<file path="src/rtl/core/assert_macros.svh">
// Assertion macros shared by the list RTL.
// No dependencies; included by modules that carry concurrent checks.
`ifndef ASSERT_MACROS_SVH
`define ASSERT_MACROS_SVH

// Property must hold at every rising edge outside reset.
`define ALI_ASSERT(lbl, clk, rst_n, prop, msg) \
	lbl: assert property (@(posedge clk) disable iff (!rst_n) prop) \
		else $error(msg);

// Condition must never be seen outside reset.
`define ALI_ASSERT_NEVER(lbl, clk, rst_n, cond, msg) \
	`ALI_ASSERT(lbl, clk, rst_n, !(cond), msg)

`endif

</file>
<file path="src/rtl/core/ali_pkg.sv">
// Shared types and field widths for the array list block.
// No dependencies.
`default_nettype none

package ali_pkg;

	localparam int unsigned ACT_W  = 3;
	localparam int unsigned POS_W  = 6;
	localparam int unsigned VAL_W  = 32;
	localparam int unsigned STAT_W = 2;
	localparam int unsigned CNT_W  = 7;

	typedef enum logic [ACT_W-1:0] {
		ACT_INSERT = 3'd0,
		ACT_DELETE = 3'd1,
		ACT_GET    = 3'd2,
		ACT_SET    = 3'd3,
		ACT_CLEAR  = 3'd4
	} action_t;

	typedef enum logic [STAT_W-1:0] {
		STAT_OK    = 2'd0,
		STAT_FULL  = 2'd1,
		STAT_NOPOS = 2'd2
	} status_t;

	typedef enum logic [2:0] {
		ST_IDLE,
		ST_DECODE,
		ST_FETCH,
		ST_RD,
		ST_WR,
		ST_LAST,
		ST_DONE
	} state_t;

endpackage

`default_nettype wire

</file>
<file path="src/rtl/core/array_list_insert_delete.sv">
// Ordered list of signed 32-bit values with shifting insert and delete.
// Depends on ali_pkg, ali_store and assert_macros.svh.
//
// Usage:
//  - Input channel (in_valid/in_ready) carries action, position, value.
//    in_ready is high only while the sequencer is idle; one transaction is
//    worked on at a time.
//  - Output channel (out_valid/out_ready) carries read_value, status, count,
//    one result per input transaction, held in an output register.
//  - After accept, each action is decoded; an insert then shifts entries
//    from the top down to position and writes the new value (an append
//    only writes it); a delete fetches the entry, shifts those above it
//    down and zeroes the old top slot; get fetches the entry; set, clear
//    and rejects go straight to done. Each shifted entry is a read and a
//    write on split store ports, stepped by one shared index adder/comparator.
//  - Receiver stall: a finished result waits in the output register; the
//    sequencer may take and work the next transaction, then holds in its
//    final state until the output register frees up.
//  - Reset (arst_n low): list empties, store reads as all zero through
//    per-entry valid bits, output channel goes idle. No clearing pass.
`default_nettype none

`include "assert_macros.svh"

module array_list_insert_delete #(
	parameter int unsigned DEPTH = 64
) (
	input  wire logic                               clk,
	input  wire logic                               arst_n,
	input  wire logic                               in_valid,
	output logic                                    in_ready,
	input  wire logic        [ali_pkg::ACT_W-1:0]   action,
	input  wire logic        [ali_pkg::POS_W-1:0]   position,
	input  wire logic signed [ali_pkg::VAL_W-1:0]   value,
	output logic                                    out_valid,
	input  wire logic                               out_ready,
	output logic signed      [ali_pkg::VAL_W-1:0]   read_value,
	output logic             [ali_pkg::STAT_W-1:0]  status,
	output logic             [ali_pkg::CNT_W-1:0]   count
);
	import ali_pkg::*;

	localparam int unsigned AW = $clog2(DEPTH);
	localparam int unsigned CW = $clog2(DEPTH + 1);
	// common compare width for position, count and index
	localparam int unsigned EW = (CW > CNT_W) ? CW : CNT_W;

	state_t state_q, state_d;

	// captured transaction
	action_t          act_q;
	logic [POS_W-1:0] pos_q;
	logic [VAL_W-1:0] val_q;

	// working state
	logic [CW-1:0]    cnt_q;
	logic [CW-1:0]    idx_q;
	logic [VAL_W-1:0] rd_q;
	status_t          stat_q;

	// output register
	logic             out_valid_q;
	logic [VAL_W-1:0] out_rd_q;
	status_t          out_stat_q;
	logic [CNT_W-1:0] out_cnt_q;

	// store port
	logic             mem_we, mem_re;
	logic [AW-1:0]    mem_waddr, mem_raddr;
	logic [VAL_W-1:0] mem_wdata, mem_rdata;

	// shared index unit
	logic [CW-1:0] idx_step;
	logic [EW-1:0] pos_e, cnt_e, idx_e, step_e, cnt_m1;
	logic          full, in_range, ins_move, del_ok, del_more, more, done_go;

	always_comb begin
		idx_step = (act_q == ACT_INSERT) ? idx_q - CW'(1) : idx_q + CW'(1);
		pos_e    = EW'(pos_q);
		cnt_e    = EW'(cnt_q);
		idx_e    = EW'(idx_q);
		step_e   = EW'(idx_step);
		cnt_m1   = cnt_e - EW'(1);
		full     = cnt_e >= EW'(DEPTH);
		in_range = pos_e < EW'(DEPTH);
		ins_move = cnt_e > pos_e;
		del_ok   = pos_e < cnt_e;
		del_more = idx_e < cnt_m1;
		// insert walks down to position, delete walks up to count - 1
		more     = (act_q == ACT_INSERT) ? (step_e > pos_e) : (step_e < cnt_m1);
		done_go  = !out_valid_q || out_ready;
	end

	// next state
	always_comb begin
		state_d = state_q;
		case (state_q)
			ST_IDLE: begin
				if (in_valid) begin
					state_d = ST_DECODE;
				end
			end
			ST_DECODE: begin
				case (act_q)
					ACT_INSERT: begin
						if (full) begin
							state_d = ST_DONE;
						end else if (ins_move) begin
							state_d = ST_RD;
						end else begin
							state_d = ST_LAST;
						end
					end
					ACT_DELETE: state_d = del_ok ? ST_FETCH : ST_DONE;
					ACT_GET:    state_d = in_range ? ST_FETCH : ST_DONE;
					default:    state_d = ST_DONE;
				endcase
			end
			ST_FETCH: begin
				if (act_q == ACT_DELETE) begin
					state_d = del_more ? ST_RD : ST_LAST;
				end else begin
					state_d = ST_DONE;
				end
			end
			ST_RD:   state_d = ST_WR;
			ST_WR:   state_d = more ? ST_RD : ST_LAST;
			ST_LAST: state_d = ST_DONE;
			ST_DONE: begin
				if (done_go) begin
					state_d = ST_IDLE;
				end
			end
			default: state_d = ST_IDLE;
		endcase
	end

	// sequencer outputs
	always_comb begin
		in_ready  = 1'b0;
		mem_re    = 1'b0;
		mem_raddr = pos_e[AW-1:0];
		mem_we    = 1'b0;
		mem_waddr = idx_q[AW-1:0];
		mem_wdata = val_q;
		case (state_q)
			ST_IDLE: in_ready = 1'b1;
			ST_DECODE: begin
				mem_re    = ((act_q == ACT_DELETE) && del_ok) ||
				            ((act_q == ACT_GET) && in_range);
				mem_we    = (act_q == ACT_SET) && in_range;
				mem_waddr = pos_e[AW-1:0];
			end
			ST_RD: begin
				mem_re    = 1'b1;
				mem_raddr = idx_step[AW-1:0];
			end
			ST_WR: begin
				mem_we    = 1'b1;
				mem_wdata = mem_rdata;
			end
			ST_LAST: begin
				// insert drops the new value in; delete zeroes the old top slot
				mem_we    = 1'b1;
				mem_wdata = (act_q == ACT_INSERT) ? val_q : '0;
			end
			default: begin
			end
		endcase
	end

	// control registers
	always_ff @(posedge clk or negedge arst_n) begin
		if (!arst_n) begin
			state_q     <= ST_IDLE;
			cnt_q       <= '0;
			out_valid_q <= 1'b0;
		end else begin
			state_q <= state_d;
			if ((state_q == ST_DECODE) && (act_q == ACT_CLEAR)) begin
				cnt_q <= '0;
			end else if (state_q == ST_LAST) begin
				cnt_q <= (act_q == ACT_INSERT) ? cnt_q + CW'(1) : cnt_q - CW'(1);
			end
			if ((state_q == ST_DONE) && done_go) begin
				out_valid_q <= 1'b1;
			end else if (out_ready) begin
				out_valid_q <= 1'b0;
			end
		end
	end

	// payload registers
	always_ff @(posedge clk) begin
		case (state_q)
			ST_IDLE: begin
				if (in_valid) begin
					act_q <= action_t'(action);
					pos_q <= position;
					val_q <= value;
				end
			end
			ST_DECODE: begin
				rd_q  <= '0;
				idx_q <= (act_q == ACT_INSERT) ? cnt_q : CW'(pos_e);
				if ((act_q == ACT_INSERT) && full) begin
					stat_q <= STAT_FULL;
				end else if ((act_q == ACT_DELETE) && !del_ok) begin
					stat_q <= STAT_NOPOS;
				end else begin
					stat_q <= STAT_OK;
				end
			end
			ST_FETCH: rd_q  <= mem_rdata;
			ST_WR:    idx_q <= idx_step;
			ST_DONE: begin
				if (done_go) begin
					out_rd_q   <= rd_q;
					out_stat_q <= stat_q;
					out_cnt_q  <= cnt_e[CNT_W-1:0];
				end
			end
			default: begin
			end
		endcase
	end

	ali_store #(
		.DEPTH (DEPTH)
	) u_store (
		.clk    (clk),
		.arst_n (arst_n),
		.we     (mem_we),
		.waddr  (mem_waddr),
		.wdata  (mem_wdata),
		.re     (mem_re),
		.raddr  (mem_raddr),
		.rdata  (mem_rdata)
	);

	assign out_valid  = out_valid_q;
	assign read_value = out_rd_q;
	assign status     = out_stat_q;
	assign count      = out_cnt_q;

	`ALI_ASSERT(a_accept_decode, clk, arst_n, in_valid && in_ready |=> state_q == ST_DECODE, "accepted transaction did not reach decode")
	`ALI_ASSERT_NEVER(a_cnt_range, clk, arst_n, EW'(cnt_q) > EW'(DEPTH), "entry count above depth")
	`ALI_ASSERT_NEVER(a_we_state, clk, arst_n, mem_we && !(state_q == ST_DECODE || state_q == ST_WR || state_q == ST_LAST), "store write outside a write state")
	`ALI_ASSERT(a_ins_count, clk, arst_n, state_q == ST_LAST && act_q == ACT_INSERT |=> cnt_q == $past(cnt_q) + CW'(1), "insert did not bump count")

endmodule

`default_nettype wire

</file>
<file path="src/rtl/core/ali_store.sv">
// Entry store: one write port, one registered read port, per-entry valid bits.
// Depends on ali_pkg. Entries never written read as zero.
`default_nettype none

module ali_store #(
	parameter int unsigned DEPTH = 64
) (
	input  wire logic                       clk,
	input  wire logic                       arst_n,
	input  wire logic                       we,
	input  wire logic [$clog2(DEPTH)-1:0]   waddr,
	input  wire logic [ali_pkg::VAL_W-1:0]  wdata,
	input  wire logic                       re,
	input  wire logic [$clog2(DEPTH)-1:0]   raddr,
	output logic      [ali_pkg::VAL_W-1:0]  rdata
);
	import ali_pkg::*;

	logic [VAL_W-1:0] mem [DEPTH];
	logic [DEPTH-1:0] vld_q;
	logic [VAL_W-1:0] rdata_q;
	logic             rvld_q;

	always_ff @(posedge clk) begin
		if (we) begin
			mem[waddr] <= wdata;
		end
	end

	always_ff @(posedge clk) begin
		if (re) begin
			rdata_q <= mem[raddr];
		end
	end

	// valid bits stand in for clearing the array at reset
	always_ff @(posedge clk or negedge arst_n) begin
		if (!arst_n) begin
			vld_q  <= '0;
			rvld_q <= 1'b0;
		end else begin
			if (we) begin
				vld_q[waddr] <= 1'b1;
			end
			if (re) begin
				rvld_q <= vld_q[raddr];
			end
		end
	end

	assign rdata = rvld_q ? rdata_q : '0;

endmodule

`default_nettype wire
</file>
<file path="config.mk">
export PLATFORM = sky130hd
export DESIGN_NAME = array_list_insert_delete
export DESIGN_NICKNAME = d
export VERILOG_FILES = /design/src/rtl/core/ali_pkg.sv /design/src/rtl/core/array_list_insert_delete.sv /design/src/rtl/core/ali_store.sv
export VERILOG_INCLUDE_DIRS = /design/src /design/src/rtl/core
export SDC_FILE = /design/constraint.sdc
export NUM_CORES = 2
export LEC_CHECK = 0
export CORE_MARGIN = 4
export CORE_UTILIZATION = 39
export CTS_BUF_LIST = sky130_fd_sc_hd__clkbuf_16
export CTS_CLUSTER_SIZE = 28
export DETAILED_ROUTE_END_ITERATION = 6
export DONT_BUFFER_PORTS = 1
export PLACE_DENSITY_LB_ADDON = 0.3
export SKIP_LAST_GASP = 1
export SYNTH_ARGS = -nofsm -noshare
export SYNTH_HDL_FRONTEND = slang
export SYNTH_HIERARCHICAL = 1
export SYNTH_SLANG_ARGS = --single-unit
export TNS_END_PERCENT = 100
</file>
<file path="constraint.sdc">
create_clock -name clk -period 8.35 [get_ports clk]
set_input_delay 0.4175 -clock clk [delete_from_list [all_inputs] [get_ports clk]]
set_output_delay 0.4175 -clock clk [all_outputs]
set_load 0.05 [all_outputs]
</file>
### After elaboration in Yosys (flattened, before gate mapping)

Memory sizes are Yosys's and may differ from the RTL's. A register that Yosys moved wholly into a read port is not among the register bits.
Index checks and enable logic that the tools add are counted.

* flip-flop bits (word level): 199
* bits in writable memories: 2048
* input port bits: 45
* output and inout port bits: 43
* logic and storage cells: 96
* memories kept: 1

Memories
* u_store.mem: depth 64, bits a word 32, read ports 1, clocked after Yosys merged registers in 1, write ports 1, RTL line ali_store.sv:19 `logic [VAL_W-1:0] mem [DEPTH];`

* $add $sub $neg: 4
* $lt $le $gt $ge: 9
* equality and inequality tests: 12
* mux-type cells: 35
* bitwise gates (word level): 1
* reductions and logical operators: 20

Operators with widths (count)
* $pmux W32 S2: 2
* $mux W32: 2
* $or A64 B64 Y64: 1
* $mux W7: 5
* $mux W3: 8
* $pmux W3 S7: 1
* $add A7 B1 Y7 const B: 2
* $gt A7 B6 Y1: 2
* $lt A6 B7 Y1 const B: 2
* $lt A7 B7 Y1: 2
* $pmux W7 S2: 1
* $sub A7 B1 Y7 const B: 2
* $eq A3 B2 Y1 const B: 4
* $eq A3 B3 Y1 const B: 4
* $mux W6: 2
* $pmux W3 S3: 1
* $mux W1: 8
* $reduce_bool A2 Y1: 4
* $ge A7 B7 Y1 const B: 1
* $lt A6 B7 Y1: 1
* $bmux W1 S6: 1
* $demux W1 S6: 1
* $eq A3 B1 Y1 const B: 2
* $ge A6 B1 Y1 const B: 1
* 9 further kinds: 21

### Longest topological paths before layout

* word-level depth: 7
* gate-level depth with buffers: 18
* gate-level depth less buffers: 13

### Modules after synthesis

The synthesis kept the hierarchy.

Modules (own cells, without submodules)
* ali_store: times used 1, cells an instance 3574, area an instance 81130.3 µm², seq. area each 64086.5 µm²
* array_list_insert_delete: times used 1, cells an instance 459, area an instance 6064.6 µm², seq. area each 3968.8 µm²

### Least setup slack after synthesis

OpenSTA, ideal clock, no wires.

* path type: reg2reg
* start: reg state_q[0]
* end: mem u_store.mem[48][0] (enable)
* library setup time: 0.462 ns
* arrival: 4.407 ns
* required time: 7.888 ns
* slack: 3.480 ns
* stages on the path, launching flop included: 10
* path buffers: 3
* clock period less this slack: 4.870 ns
* path through: dfrtp_1 > clkbuf_1 > nand2b_1 > nor2_1 > clkbuf_1 > mux2_2 > clkbuf_1 > nand4b_1 > or2_2 > nor3_1

* elaborated cells on any way between the ends: 8
* classes of those cells: eq/ne: 3; mux: 4; reduce/logical: 1

RTL lines
* from (decl): RTL line array_list_insert_delete.sv:48 `state_t state_q, state_d;`
* from (signal assigned): RTL line array_list_insert_delete.sv:179 `state_q <= state_d;`
* $eq A3 B1 Y1: RTL line array_list_insert_delete.sv:146 `case (state_q)`
* $mux W6: RTL line array_list_insert_delete.sv:146
* net mem_waddr[3]: RTL line array_list_insert_delete.sv:69 `logic [AW-1:0] mem_waddr, mem_raddr;`
* to (decl): RTL line ali_store.sv:19

The timed path passes the listed nets, and every way through them passes these cells.

### Worst setup path in the final report

* start: reg act_q[1]
* end: reg u_store.rdata_q[12], read port of u_store.mem, data pin

* elaborated cells on any way between the ends: 8
* classes of those cells: eq/ne: 2; mux: 3; reduce/logical: 3

RTL lines
* from (decl): RTL line array_list_insert_delete.sv:51 `action_t act_q;`
* from (signal assigned): RTL line array_list_insert_delete.sv:198 `act_q <= action_t'(action);`
* $logic_not A3 Y1: RTL line array_list_insert_delete.sv:78 `idx_step = (act_q == ACT_INSERT) ? idx_q - CW'(1) : idx_q + CW'(1);`
* $mux W7: RTL line array_list_insert_delete.sv:78
* $mux W6: RTL line array_list_insert_delete.sv:146
* net mem_raddr[4]: RTL line array_list_insert_delete.sv:69
* to (decl): RTL line ali_store.sv:21 `logic [VAL_W-1:0] rdata_q;`

The timed path passes the listed nets, and every way through them passes these cells.
A chain may end at the register's enable or synchronous reset.

==> results.cfg <==
[run_status]
outcome = completed

[critical_path]
cp-end-kind = register
timing.setup.critical_path_class = reg -> reg
cp_max_fo = 36
regToRegEndpoint = u_store/rdata_q[12]$_DFFE_PP_
cp.required_ns = 9.07
critPathLaunchType = register
r2r.worst_path.cells = 13
r2r_start = act_q[1]$_DFFE_PP_
crit_path_top_delay_cell = a21oi_1
worst_path_cell_chain = nor3_4 > xor2_1 > ha_1 > or4_1 > mux2i_1 > xnor2_1 > o21ai_2 > buf_4 > nor2b_4 > buf_4 > a22oi_1 > a21oi_1 > or4_1
data_arrival_time_of_the_critical_path_ns = 6.52
reg2reg_setup_slack_ns = 2.55
cpPeakStageDelay_ns = 0.84

[power_and_ir_drop]
power.share.sequential_pct = 46.1
leakagePower_uw = 0.0313
ir_worst_vdd_v = 0.000249
powerDensity_nw_per_um2 = 335
clock_power_share_pct = 28.7
power_report.internal_total_uw = 22800
share_comb_of_total_power_pct = 25.1
power_switching_uw = 10400
switching_share_pct = 31.3

[synthesis]
average_instance_area_after_synthesis_um2 = 21.6
netlist.area_leader.share_pct = 75.9
synth_cell_type_count = 54
synth.yosys.seq_area_share_pct = 78.0
postSynthNetCount = 4103
ys_top_cells_by_count = edfxtp_1 (2203), mux4_2 (520), a22oi_1 (228)
yosys_most_used_dff = edfxtp_1
asyncSetResetFlopFracSynth_pct = 3.33
synth_top_area_cell = edfxtp_1
synth_edf_count = 2203
post_synth_instance_area_um2 = 87200
yosys_register_bits = 2279
postSynthCellCount = 4033
yosys_warnings = 6
top_cells_by_area_synth = edfxtp_1 (76%), mux4_2 (13%), dfrtp_1 (2.2%)
post-synth-top-count-cell = edfxtp_1

[timing]
hold_violations = 0
timing.fmax_mhz = 172
layout_worst_path_cycle_share_pct = 69.5
setup_violations = 0
fin_skew_ns = 0.0614
post-route-min-period_ns = 5.80
setup_repair_after_global_routing_missed_its_margin = no
slew_headroom_pct = 16.2
max_slew.worst_pin.slew_ns = 1.26
final_critical_path_setup_slack_ns = 2.55
setup_tns_ns = 0
report.final.slew_viol_count = 0

[placement]
dpl_worst_slack_ns = 2.64
post_dp_cell_area_um2 = 91600
weighted_congestion_at_the_end_of_routability_driven_global_placement = 0.800
io_buffers = 0
hpwl_um = 127000

[routing]
ant_nets = 0
detail_route.wirelength_um = 239000
initialDrtViolationCount = 5336
router_iterations_before_antenna_repair = 7
routed_via_count = 43312
drc_errors = 0
drt-vias-per-instance = 5.87
wl_per_cell_um = 32.5

[clocking]
cts_inserted_buffers = 220
clock_slew_at_the_register_clock_pins_of_the_worst_setup_and_hold_paths_ns = 0.06
clock_insertion_delay_worst_skew_ns = 0.87
tritoncts = built
cts_buffer_depth = 3
tritoncts_num_sinks = 2279
post_cts_sizing_count = 0
htreeDepth = 4
clock-root-buffer = clkbuf_16

[die]
top_level_ports = 88
die_h_um = 481
die-area_um2 = 231000
rows = 173
fp.coreArea_um2 = 222000
floorplan.die.width_um = 481
start_util_pct = 39.2

[cells_and_area]
post_route_cells_drive_above_1_share_pct = 26.0
area_added_between_synthesis_and_finish_pct = 13.6
utilization_pct = 44.6
final_design_area_no_fill_um2 = 99100
final_net_count = 4276

[global_route]
first_global_vias = 43201
grt-ovfl-total = 0
antenna_found_initial = 14
grt_pass1_wl_um = 336000
grt_max_degree = 105
track_usage_pct = 20.6

[run]
timing.max_cap.violations = 0

[min_path]
timing.hold.worst.class = in -> async
state kept, by name, indices dropped and copies added, names as in the netlist, 2 cells and up:
register,count
act_q,3
cnt_e,7
count,7
idx_e,7
pos_q,6
rd_q,32
read_value,32
stat_q,2
state_q,3
status,2
u_store/mem,2048
u_store/rdata_q,32
u_store/vld_q,64
val_q,32
power by group through the flow:
| stage | clock network [uW] | logic, uW | registers [uW] |
|---|---|---|---|
| 6_report | 9550 | 8350 | 15300 |
| 5_1_grt | 10200 | 8940 | 15400 |
| 4_1_cts | 9730 | 8450 | 15300 |
| 3_5_place_dp | 0 | 8410 | 15600 |
| 3_3_place_gp | 0 | 8270 | 15500 |
| 2_1_floorplan | 0 | 5290 | 15400 |
cell usage in the layout, fill, tap and decap left out, types with 19 or more instances in the layout:
cell / synthesis / routed
a21oi_1: 126 / 126
a22o_2: 0 / 32
a22oi_1: 228 / 228
a31oi_1: 19 / 19
and2_1: 71 / 68
buf_4: 9 / 117
clkbuf_16: 0 / 221
clkinv_1: 0 / 60
clkinv_2: 0 / 33
dfrtp_1: 76 / 75
dlygate4sd3_1: 0 / 44
edfxtp_1: 2203 / 2203
ha_1: 25 / 25
inv_1: 22 / 77
mux4_2: 520 / 520
nand2_1: 80 / 79
nand3_1: 46 / 46
nor2_1: 94 / 30
nor2_4: 0 / 64
o21ai_0: 34 / 29
or2_2: 67 / 67
or4_1: 24 / 24
how the worst max path moves through the flow:
stage | start | endpoint | slack (ns) | cells after the start
after floorplan | state_q[0]$_DFFE_PN0P_ | u_store/mem[48][0]$_DFFE_PP_ | 3.48 | 9
after global placement | act_q[1]$_DFFE_PP_ | u_store/rdata_q[12]$_DFFE_PP_ | 2.63 | 13
after detailed placement | act_q[1]$_DFFE_PP_ | u_store/rdata_q[12]$_DFFE_PP_ | 2.64 | 13
after CTS | act_q[1]$_DFFE_PP_ | u_store/rdata_q[12]$_DFFE_PP_ | 2.58 | 13
after global routing | act_q[1]$_DFFE_PP_ | u_store/rdata_q[22]$_DFFE_PP_ | 2.47 | 13
final | act_q[1]$_DFFE_PP_ | u_store/rdata_q[12]$_DFFE_PP_ | 2.55 | 13
routing by layer:
metal / part of all wire [%] / up-vias / global-route usage [%] / routed length, um
li1: - / 17265 / - / -
met1: 40 / 23656 / 28.9 / 96600
met2: 48 / 2047 / 33.1 / 116000
met3: 7.9 / 344 / 3.34 / 18800
met4: 3.4 / 0 / 6.66 / 8070
met5: 0 / - / 0 / 0
final cells by class:
type | count | area (um^2)
fill | 18764 | 123000
sequential | 2279 | 68100
multi-input combinational | 1511 | 18700
clock buffer | 221 | 5530
tap | 2975 | 3720
timing repair buffer | 172 | 1550
clock inverter | 188 | 1460
inverter | 22 | 82.6
antenna | 6 | 15.0
worst max-delay path: cells and delay by family (launching register included):
family	cells	cell delay [ns]
XOR/XNOR	2	0.35
multiplexers	1	0.22
flip-flops	1	0.49
adder cells (fa/ha/maj)	1	0.27
AO/OA/AOI/OAI	3	1.23
AND/OR/NAND/NOR	4	2.00
buffers and inverters	2	1.01
cells by family after synthesis:
kind of cell	after synthesis	share of synthesized area (%)
adder cells (fa/ha/maj)	26	0.370
multiplexers	545	13.7
buffers and inverters	243	1.29
AND/OR/NAND/NOR	455	2.76
flip-flops	2279	78.0
XOR/XNOR	12	0.142
AO/OA/AOI/OAI	473	3.65
timing repair:
| action | CTS | global route |
|---|---|---|
| hold buffers | 45 | 0 |
| buffers inserted | 0 | 0 |
| endpoints found under the hold margin | 119 | 0 |
stage by stage:
stage               hold WS (ns)  instances  power, uW
floorplan                  0.122       4033      20700
global placement           0.129       6914      23800
detailed placement         0.130       6914      24000
CTS                       0.0649       7368      33500
global route              0.0884       7368      34500
finish                    0.0763       7374      33200
No activity file was read; power rests on OpenSTA's default activity.
